==> src/sv/s337_pkg.sv <==
// Shared types and constants for the SMPTE 337M AC-3 burst extractor.
package s337_pkg;

    // Preamble words and data type code
    localparam logic [7:0]  SYNC_PA_HI    = 8'hf8;
    localparam logic [7:0]  SYNC_PA_LO    = 8'h72;
    localparam logic [7:0]  SYNC_PB_HI    = 8'h4e;
    localparam logic [7:0]  SYNC_PB_LO    = 8'h1f;
    localparam logic [4:0]  DATA_TYPE_AC3 = 5'd1;

    // Configuration register map
    localparam int          PADDR_W       = 3;
    localparam logic [PADDR_W-1:0] ADDR_BURSTS_PER_GROUP = 3'd0;
    localparam logic [7:0]  BPG_RESET     = 8'd1;

    // Input transaction
    typedef struct packed {
        logic [15:0] left_word;
        logic [15:0] right_word;
    } in_t;

    // Result transaction
    typedef struct packed {
        logic [31:0] payload_word;
        logic [2:0]  byte_count;
        logic        burst_end;
        logic        group_end;
    } out_t;

    // Queue entry: unmasked word plus byte count and end flags
    typedef struct packed {
        logic [31:0] raw_word;
        logic [2:0]  byte_count;
        logic        burst_end;
        logic        group_end;
    } cmd_t;

    // Front to back push
    typedef struct packed {
        logic valid;
        cmd_t cmd;
    } q_push_t;

    // Parser modes, one-hot
    typedef enum logic [2:0] {
        MODE_SEARCH  = 3'b001,
        MODE_HEADER  = 3'b010,
        MODE_PAYLOAD = 3'b100
    } mode_t;

endpackage

==> src/sv/smpte337_ac3_burst_extractor.sv <==
// Top level: SMPTE 337M AC-3 burst extractor with APB configuration port.
// Takes one 16-bit stereo sample pair per transaction and can accept a new pair
// every cycle while the queue is not full; each pair is parsed in the cycle it
// is accepted, and any result is registered into a QUEUE_DEPTH-entry queue whose
// head drives the output. Input ready drops only while the queue is full.
// Register 0 at address 0, bursts_per_group (8 bits, reset 1), sets how many
// bursts form a group; write it only while the block is idle.
module smpte337_ac3_burst_extractor #(
    parameter int QUEUE_DEPTH = 4
) (
    input  logic                          clk,
    input  logic                          rst_n,
    // configuration port
    input  logic                          psel,
    input  logic                          penable,
    input  logic                          pwrite,
    input  logic [s337_pkg::PADDR_W-1:0]  paddr,
    input  logic [31:0]                   pwdata,
    output logic [31:0]                   prdata,
    output logic                          pready,
    // sample pair input
    input  logic                          in_valid,
    output logic                          in_ready,
    input  s337_pkg::in_t                 in_data,
    // result output
    output logic                          out_valid,
    input  logic                          out_ready,
    output s337_pkg::out_t                out_data
);
    import s337_pkg::*;

    logic [7:0] bpg_reg;
    logic       q_full;
    q_push_t    q_push;

    // Configuration register
    assign pready = 1'b1;

    always_ff @(posedge clk or negedge rst_n)
    begin
        if (!rst_n)
            bpg_reg <= BPG_RESET;
        else if (psel && penable && pwrite && (paddr == ADDR_BURSTS_PER_GROUP))
            bpg_reg <= pwdata[7:0];
    end

    assign prdata = (paddr == ADDR_BURSTS_PER_GROUP) ? {24'd0, bpg_reg} : 32'd0;

    // Parser
    s337_front u_front (
        .clk              (clk),
        .rst_n            (rst_n),
        .in_valid         (in_valid),
        .in_ready         (in_ready),
        .in_data          (in_data),
        .bursts_per_group (bpg_reg),
        .q_full           (q_full),
        .q_push           (q_push)
    );

    // Result queue and output
    s337_back #(
        .DEPTH (QUEUE_DEPTH)
    ) u_back (
        .clk       (clk),
        .rst_n     (rst_n),
        .q_push    (q_push),
        .q_full    (q_full),
        .out_valid (out_valid),
        .out_ready (out_ready),
        .out_data  (out_data)
    );

endmodule

==> src/sv/s337_front.sv <==
// Front end: accepts sample pairs, tracks sync/header/payload, queues results.
module s337_front (
    input  logic            clk,
    input  logic            rst_n,
    input  logic            in_valid,
    output logic            in_ready,
    input  s337_pkg::in_t   in_data,
    input  logic [7:0]      bursts_per_group,
    input  logic            q_full,
    output s337_pkg::q_push_t q_push
);
    import s337_pkg::*;

    mode_t       mode_reg, mode_next;
    logic [12:0] bytes_left_reg, bytes_left_next;
    logic [7:0]  burst_count_reg, burst_count_next;

    logic        accept;
    logic        is_preamble;
    logic [7:0]  count_inc;
    logic        group_hit;
    logic [12:0] hdr_len;
    logic [2:0]  take_n;
    logic [12:0] left_after;

    assign in_ready = !q_full;
    assign accept   = in_valid && in_ready;

    assign is_preamble = (in_data.left_word  == {SYNC_PA_HI, SYNC_PA_LO}) &&
                         (in_data.right_word == {SYNC_PB_HI, SYNC_PB_LO});

    // Burst counting
    assign count_inc = burst_count_reg + 8'd1;
    assign group_hit = (count_inc == bursts_per_group);

    assign hdr_len    = in_data.right_word[15:3];
    assign take_n     = (bytes_left_reg >= 13'd4) ? 3'd4 : bytes_left_reg[2:0];
    assign left_after = bytes_left_reg - {10'd0, take_n};

    // Parser next state and result push
    always_comb
    begin
        mode_next        = mode_reg;
        bytes_left_next  = bytes_left_reg;
        burst_count_next = burst_count_reg;
        q_push           = '0;
        if (accept)
        begin
            unique case (mode_reg)
                MODE_HEADER:
                begin
                    if (in_data.left_word[4:0] == DATA_TYPE_AC3)
                    begin
                        if (hdr_len == 13'd0)
                        begin
                            // empty burst: one bare end marker
                            q_push.valid          = 1'b1;
                            q_push.cmd.burst_end  = 1'b1;
                            q_push.cmd.group_end  = group_hit;
                            mode_next             = MODE_SEARCH;
                            bytes_left_next       = 13'd0;
                            burst_count_next      = group_hit ? 8'd0 : count_inc;
                        end
                        else
                        begin
                            bytes_left_next = hdr_len;
                            mode_next       = MODE_PAYLOAD;
                        end
                    end
                    else
                    begin
                        mode_next = is_preamble ? MODE_HEADER : MODE_SEARCH;
                    end
                end
                MODE_PAYLOAD:
                begin
                    q_push.valid          = 1'b1;
                    q_push.cmd.raw_word   = {in_data.left_word, in_data.right_word};
                    q_push.cmd.byte_count = take_n;
                    bytes_left_next       = left_after;
                    if (left_after == 13'd0)
                    begin
                        q_push.cmd.burst_end = 1'b1;
                        q_push.cmd.group_end = group_hit;
                        mode_next            = MODE_SEARCH;
                        burst_count_next     = group_hit ? 8'd0 : count_inc;
                    end
                end
                default:
                begin
                    mode_next = is_preamble ? MODE_HEADER : MODE_SEARCH;
                end
            endcase
        end
    end

    // State registers
    always_ff @(posedge clk or negedge rst_n)
    begin
        if (!rst_n)
        begin
            mode_reg        <= MODE_SEARCH;
            bytes_left_reg  <= '0;
            burst_count_reg <= '0;
        end
        else
        begin
            mode_reg        <= mode_next;
            bytes_left_reg  <= bytes_left_next;
            burst_count_reg <= burst_count_next;
        end
    end

endmodule

==> src/sv/s337_back.sv <==
// Back end: result queue, byte masking and output handshake.
module s337_back #(
    parameter int DEPTH = 4
) (
    input  logic              clk,
    input  logic              rst_n,
    input  s337_pkg::q_push_t q_push,
    output logic              q_full,
    output logic              out_valid,
    input  logic              out_ready,
    output s337_pkg::out_t    out_data
);
    import s337_pkg::*;

    localparam int PTR_W = (DEPTH > 1) ? $clog2(DEPTH) : 1;
    localparam int CNT_W = $clog2(DEPTH + 1);
    localparam logic [PTR_W-1:0] LAST_PTR = PTR_W'(DEPTH - 1);
    localparam logic [CNT_W-1:0] FULL_CNT = CNT_W'(DEPTH);

    cmd_t             entry_reg [DEPTH];
    logic [PTR_W-1:0] wr_ptr_reg, wr_ptr_next;
    logic [PTR_W-1:0] rd_ptr_reg, rd_ptr_next;
    logic [CNT_W-1:0] cnt_reg, cnt_next;

    logic             push;
    logic             pop;
    cmd_t             head;
    logic [31:0]      keep_mask;

    assign push      = q_push.valid && !q_full;
    assign out_valid = (cnt_reg != '0);
    assign pop       = out_valid && out_ready;
    assign q_full    = (cnt_reg == FULL_CNT);

    // Pointer and fill count update
    always_comb
    begin
        wr_ptr_next = wr_ptr_reg;
        rd_ptr_next = rd_ptr_reg;
        cnt_next    = cnt_reg;
        if (push)
            wr_ptr_next = (wr_ptr_reg == LAST_PTR) ? '0 : wr_ptr_reg + PTR_W'(1);
        if (pop)
            rd_ptr_next = (rd_ptr_reg == LAST_PTR) ? '0 : rd_ptr_reg + PTR_W'(1);
        if (push && !pop)
            cnt_next = cnt_reg + CNT_W'(1);
        else if (pop && !push)
            cnt_next = cnt_reg - CNT_W'(1);
    end

    always_ff @(posedge clk or negedge rst_n)
    begin
        if (!rst_n)
        begin
            wr_ptr_reg <= '0;
            rd_ptr_reg <= '0;
            cnt_reg    <= '0;
        end
        else
        begin
            wr_ptr_reg <= wr_ptr_next;
            rd_ptr_reg <= rd_ptr_next;
            cnt_reg    <= cnt_next;
        end
    end

    // Queue storage, no reset on payload
    always_ff @(posedge clk)
    begin
        if (push)
            entry_reg[wr_ptr_reg] <= q_push.cmd;
    end

    assign head = entry_reg[rd_ptr_reg];

    // Keep only the valid leading bytes
    always_comb
    begin
        unique case (head.byte_count)
            3'd0:    keep_mask = 32'h0000_0000;
            3'd1:    keep_mask = 32'hff00_0000;
            3'd2:    keep_mask = 32'hffff_0000;
            3'd3:    keep_mask = 32'hffff_ff00;
            default: keep_mask = 32'hffff_ffff;
        endcase
    end

    assign out_data.payload_word = head.raw_word & keep_mask;
    assign out_data.byte_count   = head.byte_count;
    assign out_data.burst_end    = head.burst_end;
    assign out_data.group_end    = head.group_end;

endmodule
==> config.mk <==
export PLATFORM = sky130hd
export DESIGN_NAME = smpte337_ac3_burst_extractor
export DESIGN_NICKNAME = d
export VERILOG_FILES = /design/src/sv/s337_pkg.sv /design/src/sv/smpte337_ac3_burst_extractor.sv /design/src/sv/s337_front.sv /design/src/sv/s337_back.sv
export SDC_FILE = /design/constraint.sdc
export NUM_CORES = 1
export LEC_CHECK = 0
export BUFFER_PORTS_ARGS = -buffer_cell sky130_fd_sc_hd__buf_2
export CAP_MARGIN = 20
export CORE_MARGIN = 2
export CORE_UTILIZATION = 36
export CTS_CLUSTER_DIAMETER = 50
export CTS_CLUSTER_SIZE = 40
export DETAILED_ROUTE_END_ITERATION = 10
export HOLD_SLACK_MARGIN = 0.05
export SYNTH_ARGS = -nofsm -noshare
export SYNTH_HDL_FRONTEND = slang
export SYNTH_SLANG_ARGS = --single-unit
==> constraint.sdc <==
create_clock -name clk -period 5.47 [get_ports clk]
set_input_delay 1.3675 -clock clk [delete_from_list [all_inputs] [get_ports clk]]
set_output_delay 1.3675 -clock clk [all_outputs]
set_load 0.05 [all_outputs]
==> out/metrics.yaml <==
outcome:
  status: "complete, no violations"
synthesis:
  synth_edf_count: 148
  ys_async_sr_fraction: 0.2086
  ys.flop_type: "edfxtp_1"
  seq_area_frac_synth: 0.6254
  syn_area_um2: 8671
  synthTopCellsByArea: "edfxtp_1 (51%), dfrtp_1 (11%), mux4_2 (9.6%), and3_1 (2.7%), buf_4 (2.3%)"
  synth_warnings: 0
  syn_inst: 602
  syn_avg_cell_area_um2: 14.40
  yosysTopAreaCellShare: 0.5126
  ys_types: 60
  synth.largest_area_cell: "edfxtp_1"
  ys_ff_latch: 187
clock_network:
  post_cts_resized: 0
  cts_made_buffers: 17
  clock_latency_ns: 0.43
  hold_buffers: 0
  clock_sinks: 187
  cts-root-buf: "clkbuf_16"
  cts_tree: "done"
  cts_setup_buffers: 0
  h-tree-depth: 4
  path_clk_slew_ns: 0.07
  clock_path_buffers: 2
placement:
  dpl.hpwl_mm: 12.74
  dpl.cell_count: 992
  place.gp.congestion: 0.9262
  placed_area_um2: 9371
  portBuffers: 96
worst_setup_path:
  crit_required_ns: 4.10
  crit_fanout: 13
  r2r-start: "u_front.bytes_left_reg[11]"
  regToRegEndpoint: "u_back.entry_reg[0][0]"
  path_class: "reg2out"
  crit_arrival_ns: 2.75
  path_cells: "mux4_2 > nor2_1 > nor2b_1 > buf_2"
  path_buf_inv: 1
  endpoint_kind: "output pin"
  crit_path_top_delay_cell: "mux4_2"
  cp_top_family: "multiplexers"
  start_kind: "flip-flop"
  r2r_cells: 10
  cp-startpoint: "u_back.rd_ptr_reg[0]"
  slowest_delay_ns: 0.71
  rrSetupSlack_ns: 1.93
timing:
  min_period_ns: 4.117
  fin_crit_sh: 0.7527
  worst_slew_pin_slew_ns: 0.9781
  fmax_mhz: 242.9
  fin_worst_skew_ns: 0.006853
  setup_viol: 0
  slew_headroom: 0.3425
  whs_ns: 0.5179
  rsz0062_at_grt: "false"
  fin_tns_setup_ns: 0
  slew_violations: 0
  hold_viol: 0
job:
  drv_cap: 0
detailed_routing:
  post_drt_wl_per_cell_um: 18.44
  dr.pass1.iters: 5
  first_iter_violations: 404
  vias: 5334
  drc_errors: 0
  ant_nets: 0
  finalWirelength_mm: 18.90
  vias_per_cell: 5.204
grt:
  grt_use_total: 0.1497
  antenna_found_initial: 1
  grt_pass1_wl_mm: 29.55
  grt_pass1_vias: 5243
  grt_max_degree: 53
  grt-ovfl-total: 0
cells_and_area:
  final_area_um2: 9957
  nets: 775
  drive_gt1_frac: 0.2766
  synthToLayoutAreaGrowth_pct: 14.83
  largest_register_ffs: 148
  stdcell_count: 1025
  fillers: 2166
floorplanning:
  fp.dieH_um: 159.2
  ios: 146
  start_util: 0.3683
  fp.dieW_um: 159.2
  core_area_um2: 23540
  rows: 56
  die_area_um2: 25340
power:
  peakVddDrop_v: 0.0002534
  leakage_nw: 3.762
  p_per_area_nw_per_um2: 622.1
worst_hold_path:
  hold_class: "reg2reg"
  hold_end: "u_front.mode_reg[1]"
  hp-start: "u_front.mode_reg[1]"
  hold_path_depth: 2
-- logic make-up after synthesis --
kind of cell	synth area share
AO/OA/AOI/OAI	0.06061
XOR/XNOR	0.01674
adder cells (fa/ha/maj)	0.01385
buffers and inverters	0.04069
flip-flops	0.6254
multiplexers	0.1091
other	0.0008661
AND/OR/NAND/NOR	0.1328
-- synthesized netlist by cell type, drive strengths merged, types with 2 or more instances --
cell type,count
nor2,26
o21a,4
o22ai,2
buf,38
and2,22
ha,8
nor4,11
o211ai,3
nand3,7
nor4b,2
or3,5
a31oi,4
a21o,3
dfrtp,37
edfxtp,148
inv,6
nand4,8
o21ai,25
clkbuf,19
nor3,20
a211o,3
o41ai,4
xnor2,8
mux4,37
and4b,3
dfstp,2
mux2,10
nand2,21
nor2b,25
xor2,6
o22a,3
a21oi,19
or4,3
nand2b,5
conb,2
o31ai,3
and3,37
-- worst register-to-register path, cell delays in order (launching register included) --
cell,delay [ns]
dfrtp_1,0.48
nor4_4,0.42
and4b_1,0.36
nand2b_1,0.14
ha_1,0.29
o21a_1,0.18
a41o_1,0.31
o211ai_1,0.15
o41a_1,0.52
nand2b_4,0.24
nor2b_1,0.27
-- report_power, final --
group	internal [mW]	total (mW)	switching, mW	leakage (nW)
combinational	0.857	2.72	1.86	1.62
sequential	2.01	2.26	0.250	1.86
clock	0.649	1.21	0.563	0.281
total	3.52	6.19	2.68	3.76
-- stage by stage --
stage	power (mW)	setup WS, ns	util
floorplan	4.364	1.577	-
global placement	4.968	1.089	0.3981
detailed placement	5.051	1.068	0.3981
CTS	6.258	1.222	0.4228
global route	6.522	1.143	0.4229
finish	6.195	1.353	0.4229
-- layout by cell type, fill, tap and decap left out, drive strengths merged, types with 4 or more instances in the layout --
cell type,netlist,final
o21ai,25,25
nor4,11,11
and2,22,22
mux2,10,10
o21a,4,4
xor2,6,6
conb,2,26
nand2b,5,5
clkbuf,19,18
dfrtp,37,37
a31oi,4,4
and3,37,37
a21oi,19,19
edfxtp,148,148
ha,8,8
xnor2,8,8
nor2b,25,25
o41ai,4,4
nor3,20,20
nand4,8,8
or3,5,5
nand3,7,7
mux4,37,37
inv,6,14
nand2,21,21
nor2,26,26
buf,38,104
-- metal layers --
| metal | track usage | share of wire | vias up |
|---|---|---|---|
| met2 | 0.2585 | 0.51 | 187 |
| met5 | 0 | 0 | - |
| met4 | 0.04174 | 0.015 | 0 |
| met3 | 0.02735 | 0.046 | 27 |
| met1 | 0.1941 | 0.43 | 2667 |
| li1 | - | - | 2453 |
-- layout make-up --
type	count	area, um2	share of cell area
diodes	1	2.502	0.0002513
clock buffers	18	429.2	0.04310
clock inverters	14	153.9	0.01546
inverters	6	22.52	0.002262
multi-input cells	376	2985	0.2998
flip-flops and latches	187	5424	0.5447
well taps	319	399.1	0.04009
repair buffers	104	540.5	0.05428
-- worst max-delay path by stage --
stage | endpoint | slack, ns | cells past startpoint
6_report | out_data[21] | 1.35 | 4
5_1_grt | out_data[21] | 1.14 | 4
4_1_cts | out_data[21] | 1.22 | 4
3_5_place_dp | u_back.cnt_reg[2] | 1.07 | 11
3_3_place_gp | u_back.cnt_reg[2] | 1.09 | 11
2_1_floorplan | u_back.entry_reg[3][0] | 1.58 | 5
No activity file was read; power rests on OpenSTA's default activity.
